===== config.mk =====
export PLATFORM = sky130hd
export DESIGN_NAME = wpp_cmd_fifo
export DESIGN_NICKNAME = d
export VERILOG_FILES = /design/src/hdl/wpp_pkg.sv /design/src/hdl/wpp_cmd_fifo.sv
export SDC_FILE = /design/constraint.sdc
export NUM_CORES = 1
export LEC_CHECK = 0
export ABC_AREA = 1
export ABC_CLOCK_PERIOD_IN_PS = 8600
export BUFFER_PORTS_ARGS = -buffer_cell sky130_fd_sc_hd__clkbuf_2
export CAP_MARGIN = 40
export CORE_MARGIN = 2
export CORE_UTILIZATION = 27
export CTS_BUF_LIST = sky130_fd_sc_hd__clkbuf_16
export DETAILED_ROUTE_END_ITERATION = 8
export SETUP_SLACK_MARGIN = 0.05
export SLEW_MARGIN = 20
export SYNTH_ARGS = -nofsm -noshare
export SYNTH_HDL_FRONTEND = slang
export SYNTH_SLANG_ARGS = --single-unit

===== constraint.sdc =====
create_clock -name i_clk -period 8.6 [get_ports i_clk]
set_input_delay 0.86 -clock i_clk [delete_from_list [all_inputs] [get_ports i_clk]]
set_output_delay 0.86 -clock i_clk [all_outputs]
set_load 0.1 [all_outputs]

===== src/hdl/wpp_pkg.sv =====
package wpp_pkg;

    localparam logic [31:0] HEADER_WORD = 32'h00BE11E2;
    localparam logic [31:0] WAVE_TYPE   = 32'h77617665;

    // wide enough for 511 * 128 + 128
    localparam int IDX_W = 17;

    localparam int CMD_DEPTH = 4;
    localparam int CMD_PTR_W = $clog2(CMD_DEPTH);

    localparam logic [1:0] MODE_STREAM    = 2'd0;
    localparam logic [1:0] MODE_PED_WRITE = 2'd1;
    localparam logic [1:0] MODE_PED_CLEAR = 2'd2;

    localparam logic [1:0] CMD_WORD      = 2'd0;
    localparam logic [1:0] CMD_PED_WRITE = 2'd1;
    localparam logic [1:0] CMD_PED_CLEAR = 2'd2;

    localparam logic [1:0] RES_SAMPLE    = 2'd0;
    localparam logic [1:0] RES_MISSING   = 2'd1;
    localparam logic [1:0] RES_TRUNCATED = 2'd2;
    localparam logic [1:0] RES_OVERSIZE  = 2'd3;

    // one classified item: a pedestal operation or the results of one word
    typedef struct packed {
        logic [1:0]       kind;
        logic [15:0]      header;
        logic [31:0]      evt;
        logic [11:0]      raw0;
        logic [11:0]      raw1;
        logic [IDX_W-1:0] idx0;
        logic             has_pair;
        logic             last_pair;
        logic             missing;
        logic             oversize;
        logic             truncated;
        logic [11:0]      ped_addr;
        logic [15:0]      ped_value;
    } t_cmd;

    typedef struct packed {
        logic push;
        t_cmd cmd;
    } t_cmd_push;

    typedef struct packed {
        logic empty;
        t_cmd cmd;
    } t_cmd_head;

    typedef struct packed {
        logic init_busy;
        logic clearing;
    } t_back_status;

endpackage


===== src/hdl/wpp_cmd_fifo.sv =====
module wpp_cmd_fifo (
    input  logic                i_clk,
    input  logic                i_rst_n,
    input  wpp_pkg::t_cmd_push  i_push,
    input  logic                i_pop,
    output wpp_pkg::t_cmd_head  o_head,
    output logic                o_full
);
    import wpp_pkg::*;

    t_cmd               r_q [CMD_DEPTH];
    logic [CMD_PTR_W-1:0] r_wp, r_rp;
    logic [CMD_PTR_W:0]   r_cnt;
    logic                 wr, rd;

    assign wr = i_push.push;
    assign rd = i_pop && (r_cnt != '0);

    always_ff @(posedge i_clk) begin
        if (wr) begin
            r_q[r_wp] <= i_push.cmd;
        end
    end

    always_ff @(posedge i_clk) begin
        if (!i_rst_n) begin
            r_wp  <= '0;
            r_rp  <= '0;
            r_cnt <= '0;
        end else begin
            if (wr) begin
                r_wp <= r_wp + CMD_PTR_W'(1);
            end
            if (rd) begin
                r_rp <= r_rp + CMD_PTR_W'(1);
            end
            r_cnt <= r_cnt + (CMD_PTR_W + 1)'(wr) - (CMD_PTR_W + 1)'(rd);
        end
    end

    assign o_head.empty = (r_cnt == '0);
    assign o_head.cmd   = r_q[r_rp];
    assign o_full       = (r_cnt == (CMD_PTR_W + 1)'(CMD_DEPTH));

endmodule


==> summary.md, run 1 <==
| Metric | Value |
|---|---|
| Gr usage total | 12.1% |
| Final hold viol count | 0 |
| Sw Pwr | 3510 µW |
| CTS Buffer Depth | 3 |
| RSZ-0062 raised after global routing | false |
| Fraction of layout cells with a size suffix above 1 | 23.5% |
| Top-area cell type share of the netlist area | 79.0% |
| Router iterations before antenna repair | 5 |
| DRC | 0 |
| Worst setup SP type | flip-flop |
| Design area | 22900 µm² |
| Run status | completed |
| # setup viols final | 0 |
| Number of nets with antenna violations after routing | 0 |
| Min-delay worst type | input port to flip-flop |
| Clock Latency Late Sink | 0.60 ns |
| Post-Route WL | 44.9 mm |
| Sw Ratio | 43.6% |
| Post-route clock skew | 0.0135 ns |
| H-Tree Level Count | 2 |
| Reg clk slew, reported paths | 0.06 ns |
| Clk root buf | clkbuf_16 |
| Netlist cell types | 19 |
| Initial DRC Count | 811 |
| Cell Area, Placed | 21000 µm² |
| Endpoint, Worst Hold | r_q[2][47] |
| Drt wl/cell | 18.0 µm |
| Multi-input gate area | 3170 µm² |
| Via/cell ratio | 4.57 |
| Setup bufs post-CTS | 0 |
| Slew Viols, Final | 0 |
| Post-synth net total | 1396 |
| Critical path endpoint category | primary output |
| Reg2Reg Launch Point | r_wp[1] |
| Peak supply drop | 0.365 mV |
| Biggest cell delay along the critical path | 0.70 ns |
| DR vias | 11380 |
| Max cap viols | 0 |
| Most common cell after layout, fill and taps aside | edfxtp_1 |
| Worst reg2reg endpoint | r_q[1][117] |
| Sequential Power Share | 35.7% |
| Nets | 1646 |
| Post-synth design cell area | 18900 µm² |
| RePlAce Congestion | 0.711 |
| Hold_sp | i_push[47] |
| Inserted Clock Buffers | 55 |
| Die Wd | 268 µm |
| HPWL after DPL | 25.2 mm |
| Int Pwr | 4550 µW |
| Initial Util | 27.4% |
| Clock Power Share | 28.2% |
| Yosys warns | 0 |
| Fin crit share | 50.0% |
| Most frequent cells in the layout | edfxtp_1 (496), nor2_1 (255), clkbuf_2 (253), o21ai_0 (143), o22ai_1 (124) |
| Sink Count | 505 |
| Final TNS setup | 0 ns |
| Worst Path Required | 7.74 ns |
| Area delta synth->final | 21.5% |
| Largest area contributor in the netlist | edfxtp_1 |
| Worst Path Arrival | 3.44 ns |
| Pin count of the biggest net entering global routing | 118 |
| Sequential standard cell area | 15100 µm² |
| Rows | 96 |
| Post-CTS Resized | 0 |
| Remaining global-route overflow | 0 |
| WP buf/inv | 4 |
| Post-Synthesis Cells | 1261 |
| Worst R2R Setup Slack | 6.12 ns |
| Global-route wire length before repair | 66.4 mm |
| CP max FO | 117 |
| Hold path cells | 1 |
| CTS tree | yes |
| Die footprint | 72000 µm² |
| Reg2reg path depth | 6 |
| Max Fclk | 233 MHz |
| Die Height | 268 µm |
| Slowest CP cell | buf_4 |
| Antenna violations before repair | 6 |
| Pleak | 0.00795 µW |
| WS Path Type | flip-flop to primary output |
| Buffers on Ports | 253 |
| Crit path cell chain | inv_8, buf_16, buf_4, o21ai_0, o22ai_1, clkbuf_2 |
| Synth Register Bits | 505 |
| CTS Hold Buffers Added | 0 |
| Worst-margin pin slew | 0.828 ns |
| # fillers | 6664 |
| Area contributors post-synth | edfxtp_1 (79%), nor2_1 (5.1%), o22ai_1 (4.1%), o21ai_0 (3.8%), o21ai_1 (2.8%) |
| Mean post-synth cell area | 15.0 µm² |
| Comb power frac | 36.0% |
| Fin crit period | 4.30 ns |
| Core area | 68800 µm² |
| Seq/Total Area, Yosys | 79.9% |
| Slew HR | 44.8% |
| Top delay family on crit path | buffers and inverters |
| Io pins | 254 |
| Vias in the first global route | 11363 |
| PwrDens | 352 nW/µm² |
## metrics by stage
step / worst slack [ns] / hold WS [ns] / instances / power, µW / utilization, %
detailed placement: 4.69 / 0.495 / 2381 / 5840 / 30.6
floorplan: 4.84 / 0.448 / 1261 / 5360 / -
global route: 3.98 / 0.433 / 2490 / 8370 / 33.3
global placement: 4.50 / 0.463 / 2374 / 5780 / 30.3
CTS: 4.02 / 0.428 / 2485 / 8130 / 33.1
finish: 4.30 / 0.478 / 2491 / 8060 / 33.3
## kinds of logic (layout without fill, tap and decap cells)
kind of cell / after synthesis / after routing / share of synthesized area [%]
flip-flops: 505 / 505 / 79.9
AO/OA/AOI/OAI: 379 / 379 / 10.9
AND/OR/NAND/NOR: 271 / 271 / 5.41
buffers and inverters: 99 / 396 / 3.30
adder cells (fa/ha/maj): 7 / 7 / 0.504
other: 0 / 2 / 0
## synth_stat cells
cell type and n:
o21ai_1 107, o22ai_1 124, nand3_1 2, fa_1 1
clkbuf_2 6, inv_4 1, nand2_1 14, o21ai_0 143
a21oi_1 5, inv_2 1, nor2_1 255, clkbuf_1 22
ha_1 6, dfxtp_1 9, inv_1 17, buf_4 5
edfxtp_1 496, buf_6 26, buf_2 21
## worst max path at each step
stage / cells past startpoint / slack, ns / start / endpoint
3_3_place_gp: 5 / 4.50 / flip-flop / o_head[10]
2_1_floorplan: 2 / 4.84 / i_push[124] / r_q[0][0]
3_5_place_dp: 5 / 4.69 / flip-flop / o_head[21]
6_report: 6 / 4.30 / flip-flop / o_head[17]
5_1_grt: 6 / 3.98 / flip-flop / o_head[3]
4_1_cts: 5 / 4.02 / flip-flop / o_head[21]
## flip-flops by register name, indices dropped and copies added (netlist names), named ones only
| name | cells |
|---|---|
| r_cnt | 3 |
| r_q | 496 |
| r_rp | 2 |
| r_wp | 2 |
## power groups by stage
| stage | Clock, µW | Combinational (µW) | Sequential (µW) |
|---|---|---|---|
| 2_1_floorplan | 0 | 2450 | 2910 |
| 3_3_place_gp | 0 | 2820 | 2960 |
| 3_5_place_dp | 0 | 2910 | 2930 |
| 4_1_cts | 2340 | 2910 | 2880 |
| 5_1_grt | 2430 | 3040 | 2890 |
| 6_report | 2270 | 2900 | 2880 |
## worst reg2reg max path, stage by stage (launching register included)
cell and delay, ns:
dfxtp_1 0.32, inv_1 0.10, ha_1 0.15, nand2_1 0.10
inv_6 0.26, buf_16 0.34, buf_4 0.76
## area by class of cell
cell class / instances / share of cell area [%]
clock inverters: 48 / 1.61
well taps: 931 / 5.08
flip-flops and latches: 505 / 65.8
multi-input cells: 657 / 13.8
diodes: 2 / 0.0218
clock buffers: 56 / 6.12
inverters: 19 / 0.453
repair buffers: 273 / 7.08
## layer usage
layer  up-vias  wire length [µm]  track usage [%]
li1       5292                 -                -
met1      5670             19200             15.8
met2       319             21100             19.5
met3        89              3340             3.26
met4        10              1170             3.91
met5         -                68                0
No activity file was read; power rests on OpenSTA's default activity.
==> inputs of run 2 (changes only) <==
- ABC_CLOCK_PERIOD_IN_PS: 8600 -> 3500
- clock period: 8.6 -> 3.5 ns (I/O delays scaled with it)
==> run 2 against run 1 <==
Compared with the run above: via count is 2.7% higher; register-to-register slack worse by 4.8 ns; sequential power is 140% higher; sequential share of layout area is 3.1 points lower; clock power is 150% higher; final cell count is 4.7% higher; power is 150% higher; non-clock buffer count is 123 higher; first-iteration DRC count is 11% higher; global-route usage is 0.40 points higher; combinational power grew to 2.5 times the previous value; highest routed layer unchanged.
==> summary.md, run 2 (same netlist as run 1, synthesis figures left out) <==
| Metric | Value |
|---|---|
| Post-CTS Resized | 0 (unchanged) |
| Sink Count | 505 (unchanged) |
| Antenna violations before repair | 7 (was 6) |
| Worst-margin pin slew | 0.946 ns (was 0.828 ns) |
| Initial Util | 27.4% (unchanged) |
| Design area | 24000 µm² (was 22900 µm²) |
| Pin count of the biggest net entering global routing | 179 (was 118) |
| WL met3 | 3.27 mm (was 3.34 mm) |
| Max cap viols | 0 (unchanged) |
| Cell Area, Placed | 21000 µm² (about the same) |
| Buffers on Ports | 253 (unchanged) |
| Area delta synth->final | 27.5% (was 21.5%) |
| Post-Place Cells | 2385 (was 2381) |
| WP buf/inv | 2 (was 4) |
| Peak supply drop | 0.616 mV (was 0.365 mV) |
| Hold path cells | 1 (unchanged) |
| Router iterations before antenna repair | 4 (was 5) |
| Wl on met1 | 19.4 mm (was 19.2 mm) |
| Die Wd | 268 µm (unchanged) |
| Setup bufs post-CTS | 0 (unchanged) |
| HPWL after DPL | 25.2 mm (about the same) |
| Global-route wire length before repair | 68.5 mm (was 66.4 mm) |
| Sw Pwr | 8580 µW (was 3510 µW) |
| Remaining global-route overflow | 0 (unchanged) |
| Critical path endpoint category | primary output (unchanged) |
| Largest registers | r_q (496), r_cnt (3) (unchanged) |
| CTS tree | yes (unchanged) |
| Max Fclk | 310 MHz |
| Pleak | 0.00842 µW (was 0.00795 µW) |
| Met2 Routed Length | 22.1 mm (was 21.1 mm) |
| Die footprint | 72000 µm² (unchanged) |
| Drt wl/cell | 17.6 µm (was 18.0 µm) |
| Largest Register | r_q (unchanged) |
| Number of nets with antenna violations after routing | 0 (unchanged) |
| Die Height | 268 µm (unchanged) |
| Biggest cell delay along the critical path | 0.64 ns (was 0.70 ns) |
| Clk root buf | clkbuf_16 (unchanged) |
| Final TNS setup | 0 ns (unchanged) |
| Fin crit share | 92.2% |
| Rows | 96 (unchanged) |
| Post-Route WL | 45.9 mm (was 44.9 mm) |
| Most common cell after layout, fill and taps aside | edfxtp_1 (unchanged) |
| Worst Path Required | 3.15 ns (was 7.74 ns) |
| Worst Path Arrival | 2.88 ns (was 3.44 ns) |
| Core area | 68800 µm² (unchanged) |
| Gr usage total | 12.5% (was 12.1%) |
| Crit path cell chain | buf_4, o21ai_0, o22ai_1, clkbuf_2 (was inv_8, buf_16, buf_4, o21ai_0, o22ai_1, clkbuf_2) |
| CTS Hold Buffers Added | 123 (was 0) |
| Reg clk slew, reported paths | 0.06 ns (about the same) |
| H-Tree Level Count | 2 (unchanged) |
| CP max FO | 59 (was 117) |
| Final hold viol count | 0 (unchanged) |
| Top layer in use | met5 (unchanged) |
| Min-delay worst type | input port to flip-flop (unchanged) |
| Nets | 1768 (was 1646) |
| Most frequent cells in the layout | edfxtp_1 (496), nor2_1 (255), clkbuf_2 (249), o21ai_0 (143), o22ai_1 (124) (was edfxtp_1 (496), nor2_1 (255), clkbuf_2 (253), o21ai_0 (143), o22ai_1 (124)) |
| Slew HR | 36.9% (was 44.8%) |
| Power Total | 19900 µW (was 8060 µW) |
| Comb power frac | 36.6% (was 36.0%) |
| Run status | completed (unchanged) |
| Reg2reg path depth | 6 (unchanged) |
| Initial DRC Count | 903 (was 811) |
| Fin crit period | 3.23 ns |
| Slew Viols, Final | 0 (unchanged) |
| Fraction of layout cells with a size suffix above 1 | 21.4% (was 23.5%) |
| RSZ-0062 raised after global routing | false (unchanged) |
| Post-route clock skew | 0.0200 ns (was 0.0135 ns) |
| Worst setup SP type | flip-flop (unchanged) |
| Layout Cells excl Fill | 2609 (was 2491) |
| Final core occ | 34.9% (was 33.3%) |
| DRC | 0 (unchanged) |
| WS Path Type | flip-flop to primary output (unchanged) |
| Via/cell ratio | 4.48 (was 4.57) |
| Io pins | 254 (unchanged) |
| Sw Ratio | 43.1% (was 43.6%) |
| Vias in the first global route | 11972 (was 11363) |
| RePlAce Congestion | 0.719 (was 0.711) |
| # setup viols final | 0 (unchanged) |
| Clock Latency Late Sink | 0.60 ns (about the same) |
| Sequential Power Share | 35.3% (was 35.7%) |
| DR vias | 11682 (was 11380) |
| Top delay family on crit path | buffers and inverters (unchanged) |
| PwrDens | 828 nW/µm² (was 352 nW/µm²) |
| WP depth | 4 (was 6) |
| Int Pwr | 11300 µW (was 4550 µW) |
| Largest register FFs | 496 (unchanged) |
| Inserted Clock Buffers | 54 (was 55) |
| Slowest CP cell | buf_4 (unchanged) |
| Clock Power Share | 28.1% (was 28.2%) |
| CTS Buffer Depth | 3 (unchanged) |
-- run 2: cell count changes in the layout (fill, tap and decap cells not counted), moves of 2 or more --
| cell | before | now |
|---|---|---|
| dlygate4sd3_1 | 0 | 123 |
| buf_16 | 9 | 1 |
| buf_4 | 9 | 16 |
| clkinv_2 | 12 | 6 |
| inv_6 | 10 | 4 |
| buf_12 | 2 | 7 |
| clkbuf_2 | 253 | 249 |
| inv_1 | 23 | 27 |
| clkinvlp_4 | 4 | 7 |
| bufinv_16 | 4 | 6 |
| clkinv_4 | 3 | 1 |
-- run 2: path summary, 6_finish.rpt --
kind | to | from | slack (ns)
setup / recovery | o_head[106] | flip-flop | 0.27
hold / removal | r_q[3][11] | i_push[11] | 0.05
setup reg to reg | r_q[2][71] | r_wp[0] | 1.28
hold reg to reg | r_rp[0] | r_rp[0] | 0.51
-- run 2: layout make-up --
class | instances | area (µm²)
fillers | 6566 | 44800
repair buffers | 396 | 2770
diodes | 2 | 5.00
flip-flops and latches | 505 | 15100
multi-input cells | 657 | 3170
clock buffers | 55 | 1380
inverters | 19 | 98.8
well taps | 931 | 1160
clock inverters | 44 | 389
-- run 2: power by group through the flow --
| stage | Clock (µW) | Combinational (µW) | Sequential [µW] |
|---|---|---|---|
| CTS | 5770 | 7360 | 7030 |
| finish | 5590 | 7290 | 7030 |
| global route | 6000 | 7660 | 7050 |
| global placement | 0 | 7160 | 7150 |
| floorplan | 0 | 6020 | 7140 |
| detailed placement | 0 | 7230 | 7160 |
-- run 2: through the flow --
step / hold WS [ns] / setup WS, ns
floorplan: 0.443 / 0.0686
finish: 0.0492 / 0.274
global placement: 0.465 / 0.855
global route: 0.0391 / 0.115
detailed placement: 0.498 / 0.854
CTS: 0.0173 / 0.199
-- run 2: layer usage --
metal  vias to the layer above  global-route usage [%]
met5                         -                       0
met4                        10                    3.82
met3                        79                    3.73
met2                       300                    21.0
met1                      5764                    15.4
li1                       5529                       -
