`config.mk`:
```
export PLATFORM = sky130hd
export DESIGN_NAME = wpp_front
export DESIGN_NICKNAME = d
export VERILOG_FILES = /design/src/hdl/wpp_pkg.sv /design/src/hdl/wpp_front.sv
export SDC_FILE = /design/constraint.sdc
export NUM_CORES = 1
export LEC_CHECK = 0
export BUFFER_PORTS_ARGS = -buffer_cell sky130_fd_sc_hd__buf_2
export CAP_MARGIN = 20
export CELL_PAD_IN_SITES_DETAIL_PLACEMENT = 0
export CELL_PAD_IN_SITES_GLOBAL_PLACEMENT = 1
export CORE_ASPECT_RATIO = 1.1
export CORE_UTILIZATION = 35
export CTS_CLUSTER_SIZE = 20
export DETAILED_ROUTE_END_ITERATION = 6
export GPL_TIMING_DRIVEN = 1
export HOLD_SLACK_MARGIN = 0.08
export PLACE_DENSITY = 0.8
export RECOVER_POWER = 50
export SLEW_MARGIN = 20
export SYNTH_ARGS = -nofsm -noshare
export SYNTH_HDL_FRONTEND = slang
export SYNTH_SLANG_ARGS = --single-unit
```
`constraint.sdc`:
```
create_clock -name i_clk -period 4 [get_ports i_clk]
set_clock_uncertainty 0.15 [all_clocks]
set_input_delay 0.2 -clock i_clk [delete_from_list [all_inputs] [get_ports i_clk]]
set_output_delay 0.2 -clock i_clk [all_outputs]
set_load 0.01 [all_outputs]
```
`src/hdl/wpp_pkg.sv`:
```
package wpp_pkg;

    localparam logic [31:0] HEADER_WORD = 32'h00BE11E2;
    localparam logic [31:0] WAVE_TYPE   = 32'h77617665;

    // wide enough for 511 * 128 + 128
    localparam int IDX_W = 17;

    localparam int CMD_DEPTH = 4;
    localparam int CMD_PTR_W = $clog2(CMD_DEPTH);

    localparam logic [1:0] MODE_STREAM    = 2'd0;
    localparam logic [1:0] MODE_PED_WRITE = 2'd1;
    localparam logic [1:0] MODE_PED_CLEAR = 2'd2;

    localparam logic [1:0] CMD_WORD      = 2'd0;
    localparam logic [1:0] CMD_PED_WRITE = 2'd1;
    localparam logic [1:0] CMD_PED_CLEAR = 2'd2;

    localparam logic [1:0] RES_SAMPLE    = 2'd0;
    localparam logic [1:0] RES_MISSING   = 2'd1;
    localparam logic [1:0] RES_TRUNCATED = 2'd2;
    localparam logic [1:0] RES_OVERSIZE  = 2'd3;

    // one classified item: a pedestal operation or the results of one word
    typedef struct packed {
        logic [1:0]       kind;
        logic [15:0]      header;
        logic [31:0]      evt;
        logic [11:0]      raw0;
        logic [11:0]      raw1;
        logic [IDX_W-1:0] idx0;
        logic             has_pair;
        logic             last_pair;
        logic             missing;
        logic             oversize;
        logic             truncated;
        logic [11:0]      ped_addr;
        logic [15:0]      ped_value;
    } t_cmd;

    typedef struct packed {
        logic push;
        t_cmd cmd;
    } t_cmd_push;

    typedef struct packed {
        logic empty;
        t_cmd cmd;
    } t_cmd_head;

    typedef struct packed {
        logic init_busy;
        logic clearing;
    } t_back_status;

endpackage

```
`src/hdl/wpp_front.sv`:
```
module wpp_front #(
    parameter int SPW  = 64,
    parameter int MAXW = 512,
    parameter int PE   = 4096
) (
    input  logic                i_clk,
    input  logic                i_rst_n,
    input  logic                i_accept,
    input  logic [1:0]          i_mode,
    input  logic [31:0]         i_word,
    input  logic                i_end_of_buffer,
    input  logic [11:0]         i_ped_address,
    input  logic [15:0]         i_ped_value,
    output wpp_pkg::t_cmd_push  o_push
);
    import wpp_pkg::*;

    localparam logic [3:0] PH_HUNT   = 4'd0;
    localparam logic [3:0] PH_LEN    = 4'd1;
    localparam logic [3:0] PH_TYPE   = 4'd2;
    localparam logic [3:0] PH_BOARD  = 4'd3;
    localparam logic [3:0] PH_REFWIN = 4'd4;
    localparam logic [3:0] PH_EVENT  = 4'd5;
    localparam logic [3:0] PH_COUNT  = 4'd6;
    localparam logic [3:0] PH_WFHDR  = 4'd7;
    localparam logic [3:0] PH_WFLEN  = 4'd8;
    localparam logic [3:0] PH_SAMP   = 4'd9;

    localparam int SI_W  = $clog2(SPW + 1);
    localparam int SWL_W = $clog2(SPW / 2 + 1);

    localparam logic [31:0]      SPW_LIM  = 32'(SPW);
    localparam logic [31:0]      MAXW_LIM = 32'(MAXW);
    localparam logic [IDX_W-1:0] PED_LIM  = IDX_W'(PE);

    logic [3:0]       r_phase, n_phase;
    logic [9:0]       r_wf_left, n_wf_left;
    logic [SWL_W-1:0] r_words_left, n_words_left;
    logic             r_odd, n_odd;
    logic [SI_W-1:0]  r_sidx, n_sidx;
    logic [15:0]      r_header, n_header;
    logic [31:0]      r_event, n_event;
    logic [IDX_W-1:0] r_base, n_base;

    logic [9:0]       wf_dec;
    logic [SWL_W-1:0] wl_dec;
    t_cmd_push        push;

    assign wf_dec = r_wf_left - {9'd0, r_wf_left != 10'd0};
    assign wl_dec = r_words_left - SWL_W'(r_words_left != '0);

    always_comb begin
        n_phase      = r_phase;
        n_wf_left    = r_wf_left;
        n_words_left = r_words_left;
        n_odd        = r_odd;
        n_sidx       = r_sidx;
        n_header     = r_header;
        n_event      = r_event;
        n_base       = r_base;
        push         = '0;
        if (i_accept) begin
            case (i_mode)
                MODE_PED_WRITE: begin
                    if (IDX_W'(i_ped_address) < PED_LIM) begin
                        push.push          = 1'b1;
                        push.cmd.kind      = CMD_PED_WRITE;
                        push.cmd.ped_addr  = i_ped_address;
                        push.cmd.ped_value = i_ped_value;
                    end
                end
                MODE_PED_CLEAR: begin
                    push.push     = 1'b1;
                    push.cmd.kind = CMD_PED_CLEAR;
                end
                MODE_STREAM: begin
                    case (r_phase)
                        PH_LEN:    n_phase = PH_TYPE;
                        PH_TYPE:   n_phase = (i_word == WAVE_TYPE) ? PH_BOARD : PH_HUNT;
                        PH_BOARD:  n_phase = PH_REFWIN;
                        PH_REFWIN: n_phase = PH_EVENT;
                        PH_EVENT: begin
                            n_event = i_word;
                            n_phase = PH_COUNT;
                        end
                        PH_COUNT: begin
                            if (i_word == 32'd0 || i_word > MAXW_LIM) begin
                                n_phase = PH_HUNT;
                            end else begin
                                n_wf_left = i_word[9:0];
                                n_phase   = PH_WFHDR;
                            end
                        end
                        PH_WFHDR: begin
                            n_header = i_word[15:0];
                            n_base   = IDX_W'(i_word[8:0]) * IDX_W'(SPW);
                            n_phase  = PH_WFLEN;
                        end
                        PH_WFLEN: begin
                            if (i_word > SPW_LIM) begin
                                push.cmd.oversize = 1'b1;
                                n_wf_left         = 10'd0;
                                n_phase           = PH_HUNT;
                            end else begin
                                n_odd        = i_word[0];
                                n_sidx       = '0;
                                n_words_left = SWL_W'(i_word >> 1);
                                if (i_word[31:1] == 31'd0) begin
                                    // zero or one sample: no sample words follow
                                    push.cmd.missing = i_word[0];
                                    n_wf_left        = wf_dec;
                                    n_phase          = (wf_dec != 10'd0) ? PH_WFHDR : PH_HUNT;
                                end else begin
                                    n_phase = PH_SAMP;
                                end
                            end
                        end
                        PH_SAMP: begin
                            push.cmd.has_pair  = 1'b1;
                            push.cmd.last_pair = (r_words_left <= SWL_W'(1)) && !r_odd;
                            n_sidx             = r_sidx + SI_W'(2);
                            n_words_left       = wl_dec;
                            if (wl_dec == '0) begin
                                push.cmd.missing = r_odd;
                                n_wf_left        = wf_dec;
                                n_phase          = (wf_dec != 10'd0) ? PH_WFHDR : PH_HUNT;
                            end
                        end
                        default: n_phase = (i_word == HEADER_WORD) ? PH_LEN : PH_HUNT;
                    endcase
                    if (i_end_of_buffer && n_phase != PH_HUNT) begin
                        push.cmd.truncated = 1'b1;
                        n_wf_left          = 10'd0;
                        n_words_left       = '0;
                        n_phase            = PH_HUNT;
                    end
                    push.cmd.kind   = CMD_WORD;
                    push.cmd.header = n_header;
                    push.cmd.evt    = n_event;
                    push.cmd.raw0   = i_word[11:0];
                    push.cmd.raw1   = i_word[27:16];
                    push.cmd.idx0   = (r_phase == PH_SAMP) ? r_base + IDX_W'(r_sidx) : r_base;
                    push.push       = push.cmd.has_pair | push.cmd.missing |
                                      push.cmd.oversize | push.cmd.truncated;
                end
                default: ;
            endcase
        end
    end

    always_ff @(posedge i_clk) begin
        if (!i_rst_n) begin
            r_phase      <= PH_HUNT;
            r_wf_left    <= 10'd0;
            r_words_left <= '0;
            r_odd        <= 1'b0;
            r_sidx       <= '0;
            r_header     <= 16'd0;
            r_event      <= 32'd0;
            r_base       <= '0;
        end else begin
            r_phase      <= n_phase;
            r_wf_left    <= n_wf_left;
            r_words_left <= n_words_left;
            r_odd        <= n_odd;
            r_sidx       <= n_sidx;
            r_header     <= n_header;
            r_event      <= n_event;
            r_base       <= n_base;
        end
    end

    assign o_push = push;

endmodule

```
==> results of run 1 <==
-- registers in the layout, summed over array words and instances, names as in the netlist --
signal / count
r_base: 9
r_sidx: 6
r_event: 32
r_header: 16
r_wf_left: 10
r_odd: 1
r_phase: 4
r_words_left: 6
-- cell families (layout without fill, tap and decap cells) --
logic type,after synthesis,in the layout,share of synthesized area
AOI/OAI and AO/OA,182,182,0.203
xor gates and xnor gates,14,14,0.0214
adders and majority gates,7,7,0.0153
buffers and inverters,75,261,0.0537
DFF,84,84,0.294
muxes,2,2,0.00371
other,1,2,0.000655
and+or+nand+nor,472,472,0.409
-- power by group --
group	switching [W]	internal (W)
Combinational	0.000114	0.0000757
Sequential	0.00000000000000129	0.000835
Clock	0.000364	0.000647
Total	0.000478	0.00156
-- worst max-delay path: cells and delay by family, from the launching register on --
| family | cells | cell delay, ns |
|---|---|---|
| AOI/OAI and AO/OA | 5 | 0.60 |
| xor gates and xnor gates | 1 | 0.14 |
| adders and majority gates | 2 | 0.42 |
| buffers and inverters | 2 | 0.31 |
| DFF | 1 | 0.34 |
| and+or+nand+nor | 5 | 1.36 |
-- layer usage --
metal | share of wire | vias to the layer above
met3 | 0.066 | 33
met1 | 0.43 | 2983
met4 | 0.026 | 0
met5 | 0 | -
met2 | 0.47 | 263
li1 | - | 3222
-- repair_timing --
action | in CTS | in global routing
buffers inserted | 3 | 4
hold endpoints to repair | 33 | 0
gates resized for setup | 2 | 18
hold buffers | 25 | 0
pin swaps | 2 | 5
endpoints found under the setup margin | 1 | 2
-- layout make-up --
type / count / area share
Multi-Input combinational cell: 679 / 0.513
Sequential cell: 84 / 0.225
Timing Repair Buffer: 238 / 0.177
Clock buffer: 11 / 0.0337
Tap cell: 200 / 0.0334
Clock inverter: 5 / 0.0144
Inverter: 7 / 0.00351
-- worst max-delay path by stage --
stage / from / to / slack, ns / depth (start not counted)
global placement: r_words_left[4] / o_push[124] / 0.36 / 14
global route: r_wf_left[2] / o_push[124] / -0.04 / 13
floorplan: r_wf_left[6] / o_push[124] / 0.50 / 14
finish: r_words_left[4] / o_push[124] / 0.13 / 15
CTS: r_words_left[4] / o_push[124] / 0.04 / 14
detailed placement: r_wf_left[7] / o_push[124] / 0.28 / 13
-- through the flow --
step                cell area [µm²]  hold WS, ns  setup slack [ns]  utilization  setup TNS [ns]
global route                   7490        0.105           -0.0395        0.473         -0.0684
finish                         7490       0.0930             0.135        0.473               0
detailed placement             6790        0.297             0.280        0.428               0
CTS                            7430       0.0820            0.0422        0.469               0
floorplan                      5730        0.195             0.497            -               0
global placement               6790        0.291             0.358        0.428               0
-- cells in the final DEF (no fill, tap or decap), drive strengths merged, types with 6 or more instances in the layout --
| cell type | instances |
|---|---|
| nand2b | 6 |
| inv | 7 |
| nand2 | 249 |
| nor3 | 12 |
| xor2 | 11 |
| a21boi | 60 |
| and2 | 57 |
| ha | 7 |
| nand3 | 9 |
| nand4 | 19 |
| buf | 174 |
| and3 | 9 |
| nor2 | 44 |
| clkbuf | 50 |
| or4 | 7 |
| a21oi | 78 |
| or3 | 12 |
| nor2b | 6 |
| dfxtp | 84 |
| o21ai | 16 |
| dlygate4sd3 | 25 |
| nor4 | 18 |
==> results.py, run 1 <==
metrics = {
    "timing": {
        "period_minus_slack_ns": 3.87,
        "hold_viol": 0,
        "tightest_slew_ns": 1.17,
        "fmax_ghz": 0.259,
        "drv_slew": 0,
        "relSlewSlack": 0.219,
        "fin_crit_sh": 0.966,
        "setup_viol": 0,
    },
    "worst_setup_path": {
        "rr_worst_depth": 13,
        "critPathMaxStageDelay_ns": 0.40,
        "cpMaxStageDelayCell": "or3_1",
        "r2r_end": "r_wf_left[8]",
        "worstPathRequired_ns": 3.65,
        "path_cells": "or3_1 > or3_4 > nand2b_1 > ha_1 > ha_4 > xnor2_1 > nand4_1 > o21ai_1 > a21boi_0 > nor4_2 > buf_4 > a21boi_2 > o21ai_4 > a31oi_1 > buf_2",
        "reg2reg_setup_slack_ns": 0.30,
        "worst_setup_path_end_kind": "primary output",
        "r2r_start": "r_words_left[4]",
        "critical_path_class": "reg -> out",
        "arrival_ns": 3.52,
        "cp_max_fo": 5,
        "crit_path_start_kind": "register",
    },
    "placement": {
        "gp_congestion": 0.868,
        "dp.cells": 1176,
        "place.detailed.hpwl_um": 13600,
        "io_buffers": 188,
    },
    "pwr": {
        "total_power_w": 0.00204,
        "powerDensity_nw_per_um2": 272,
        "p_leak_nw": 2.79,
        "vdd_drop_max_mv": 0.191,
    },
    "floorplan": {
        "initial_utilization": 0.361,
        "rows": 48,
        "dieArea_um2": 16900,
        "io_pins": 191,
        "die_w_um": 124,
        "core_um2": 15900,
        "die_h_um": 136,
    },
    "route": {
        "dr.pass1.iters": 5,
        "first_iter_violations": 385,
        "drc_errors": 0,
        "wirelength_um": 20100,
        "viasPerCell": 5.31,
        "wl_per_cell_um": 16.4,
        "ant_nets": 0,
        "vias": 6501,
    },
    "finish": {
        "layout-drive-gt1-share": 0.219,
        "multi_input_area_um2": 3840,
        "stdcell_count": 1224,
        "num-fill-cells": 1664,
        "syn_to_final_growth_pct": 30.8,
        "diodes": 0,
        "regArea_um2": 1690,
        "finalNetCount": 1092,
    },
    "yosys": {
        "yosys_warnings": 0,
        "async_reset_ff_frac": 0,
        "synth_cell_types": 67,
        "synth.largest_area_cell": "dfxtp_1",
        "synth.top_cell.area_share": 0.294,
        "syn_inst": 837,
        "synth.avg_cell_area_um2": 6.84,
        "ys.flop_type": "dfxtp_1",
        "synth_seq_area_share": 0.294,
        "synthTopCellsByCount": "nand2_1 (249), dfxtp_1 (84), a21oi_1 (78)",
        "netlist_top_cells_area": "dfxtp_1 (29%), nand2_1 (16%), a21boi_0 (7.7%), a21oi_1 (6.8%), and2_1 (6.2%)",
        "synth_area_um2": 5730,
        "synth_edf_count": 0,
        "ys_ff_latch": 84,
        "synth_most_common_cell": "nand2_1",
    },
    "min_path": {
        "min_to": "r_header[9]",
        "hp-start": "i_word[9]",
        "whs_path_depth": 3,
        "hp-class": "in -> reg",
    },
    "global_routing": {
        "grt_use_total": 0.234,
        "first_global_vias": 5669,
        "top_usage_layer": "met2",
        "grt-ovfl-total": 0,
        "grt_max_degree": 63,
        "grt_use_met1": 0.301,
        "use_met2": 0.387,
        "antenna_found_initial": 0,
        "grt_pass1_wl_um": 30300,
        "grt.met3_usage": 0.0407,
    },
    "cts": {
        "cts_tree": "yes",
        "clkSinkCount": 84,
        "clk_latency_ns": 0.35,
        "cts.clk_slew.worst_paths_ns": 0.06,
        "cts_root_buf": "clkbuf_16",
        "cts_made_buffers": 9,
        "clockBufferDepth": 2,
        "htreeDepth": 3,
    },
    "flow_run": {
        "cap_viol_max_count": 0,
    },
    "status": {
        "status": "finished clean",
    },
}
(Power assumes the default switching activity.)
==> inputs of run 2 (changes only) <==
--- a/config.mk
+++ b/config.mk
@@ -7,7 +7,7 @@
 export LEC_CHECK = 0
 export BUFFER_PORTS_ARGS = -buffer_cell sky130_fd_sc_hd__buf_2
 export CAP_MARGIN = 20
-export CELL_PAD_IN_SITES_DETAIL_PLACEMENT = 0
+export CELL_PAD_IN_SITES_DETAIL_PLACEMENT = 1
 export CELL_PAD_IN_SITES_GLOBAL_PLACEMENT = 1
 export CORE_ASPECT_RATIO = 1.1
 export CORE_UTILIZATION = 35
==> run 2 against run 1 <==
  * The run now ends with max-capacitance violations, max-slew violations left
  * Global-route usage increased by 2.4 points
  * Clock-buffer cell count rose by 1
  * Die area is the same
  * Critical endpoint unchanged
==> results.py, run 2 (synthesis results as in run 1) <==
metrics = {
    "status": {
        "status": "finished, violations left",
        "violations": "max-capacitance violations, max-slew violations",
    },
    "min_path": {
        "whs_path_depth": 3,
        "min_to": "r_event[5]",
        "hp-start": "i_word[5]",
        "hp-class": "in -> reg",
    },
    "cts": {
        "clockBufferDepth": 2,
        "clk_latency_ns": 0.35,
        "cts_tree": "yes",
        "cts_made_buffers": 9,
        "cts_root_buf": "clkbuf_16",
        "clkSinkCount": 84,
        "cts.clk_slew.worst_paths_ns": 0.07,
        "htreeDepth": 3,
    },
    "floorplan": {
        "rows": 48,
        "die_w_um": 124,
        "io_pins": 191,
        "die_h_um": 136,
        "dieArea_um2": 16900,
        "core_um2": 15900,
        "initial_utilization": 0.361,
    },
    "worst_setup_path": {
        "rr_worst_depth": 16,
        "reg2reg_setup_slack_ns": 0.35,
        "cp_max_fo": 6,
        "worst_setup_path_end_kind": "primary output",
        "arrival_ns": 3.52,
        "r2r_end": "r_words_left[3]",
        "r2r_start": "r_words_left[4]",
        "critical_path_class": "reg -> out",
        "cp-startpoint": "r_wf_left[7]",
        "worstPathRequired_ns": 3.65,
        "crit_path_start_kind": "register",
    },
    "finish": {
        "top_regs": "r_event (32), r_header (16), r_wf_left (10)",
        "diodes": 0,
        "syn_to_final_growth_pct": 29.2,
        "regMostFlops": "r_event",
        "final_cell_area_um2": 7400,
        "multi_input_area_um2": 3840,
        "largest_register_ff_count": 32,
        "final_cell_mix": "nand2_1 (249), buf_2 (150), dfxtp_1 (81), a21oi_1 (78), a21boi_0 (59)",
        "layout-drive-gt1-share": 0.217,
        "regArea_um2": 1690,
        "finalNetCount": 1087,
        "num-fill-cells": 2110,
        "mostFrequentLayoutCell": "nand2_1",
    },
    "route": {
        "dr.pass1.iters": 5,
        "vias": 6699,
        "viasPerCell": 5.50,
        "wl_per_cell_um": 18.3,
        "first_iter_violations": 346,
        "ant_nets": 0,
        "drc_errors": 0,
        "wirelength_um": 22300,
    },
    "timing": {
        "drv_slew": 1,
        "fmax_ghz": 0.258,
        "relSlewSlack": -0.00210,
        "period_minus_slack_ns": 3.87,
        "hold_ws_ns": 0.0962,
        "fin_crit_sh": 0.967,
        "setup_viol": 0,
        "hold_viol": 0,
        "tightest_slew_ns": 1.50,
    },
    "global_routing": {
        "antenna_found_initial": 0,
        "first_global_vias": 6402,
        "grt_max_degree": 63,
        "grt_pass1_wl_um": 33500,
        "grt_use_total": 0.259,
        "grt-ovfl-total": 0,
    },
    "pwr": {
        "powerDensity_nw_per_um2": 259,
        "vdd_drop_max_mv": 0.171,
        "p_leak_nw": 2.73,
    },
    "placement": {
        "gp_congestion": 0.868,
        "place.detailed.hpwl_um": 15300,
        "io_buffers": 188,
        "dpl_cell_area_um2": 6790,
    },
    "flow_run": {
        "cap_viol_max_count": 1,
    },
}
run 2: worst max path at each step:
stage,end,slack (ns),cells past startpoint
global route,o_push[124],-0.03,14
CTS,o_push[28],0.04,14
global placement,o_push[124],0.36,14
detailed placement,o_push[124],0.21,14
floorplan,o_push[124],0.50,14
finish,o_push[124],0.13,14
run 2: stage by stage:
| step | setup slack, ns | cells | utilization | power, W | TNS [ns] |
|---|---|---|---|---|---|
| 2_1_floorplan | 0.497 | 838 | - | 0.000937 | 0 |
| 3_3_place_gp | 0.358 | 1176 | 0.428 | 0.00103 | 0 |
| 3_5_place_dp | 0.207 | 1176 | 0.428 | 0.00103 | 0 |
| 4_1_cts | 0.0449 | 1217 | 0.464 | 0.00193 | 0 |
| 5_1_grt | -0.0266 | 1218 | 0.467 | 0.00197 | -0.0455 |
| 6_report | 0.131 | 1218 | 0.467 | 0.00192 | 0 |
run 2: layer usage:
metal  global-route usage  routed length (µm)  up-vias
li1                     -                   -     3202
met1                0.315                9230     3187
met2                0.456               11100      276
met3               0.0365                1460       34
met4               0.0952                 476        0
met5                    0                   0        -
run 2: area by class of cell:
cell class                 count  share of cell area
tap                          200              0.0338
clock buffer                  12              0.0360
inverter                       7             0.00355
multi-input combinational    679               0.519
sequential                    84               0.228
clock inverter                 3             0.00592
timing repair buffer         233               0.173
run 2: timing repair:
| item | 4_1_cts | 5_1_grt |
|---|---|---|
| buffers inserted | 2 | 1 |
| pin swaps | 4 | 6 |
| setup endpoints to repair | 1 | 15 |
| hold buffers | 24 | 0 |
| gates resized for setup | 5 | 18 |
| endpoints found under the hold margin | 30 | 0 |
run 2: critical path: stages (launching register included):
cell and delay [ns]:
dfxtp_4 0.38, nor4_2 0.06, nor2b_1 0.15, nand4_1 0.14, ha_4 0.18, ha_4 0.15
or4b_4 0.50, nor4_4 0.32, xor2_2 0.26, o31ai_1 0.12, a32o_1 0.31, a21boi_2 0.19
o21ai_4 0.09, a31oi_1 0.17, buf_2 0.15
run 2: power breakdown:
part	total [W]	internal (W)	leakage (nW)	switching, W
sequential	0.000835	0.000835	0.678	0.00000000000000131
clock	0.000890	0.000533	0.155	0.000357
combinational	0.000193	0.0000747	1.90	0.000118
total	0.00192	0.00144	2.73	0.000475
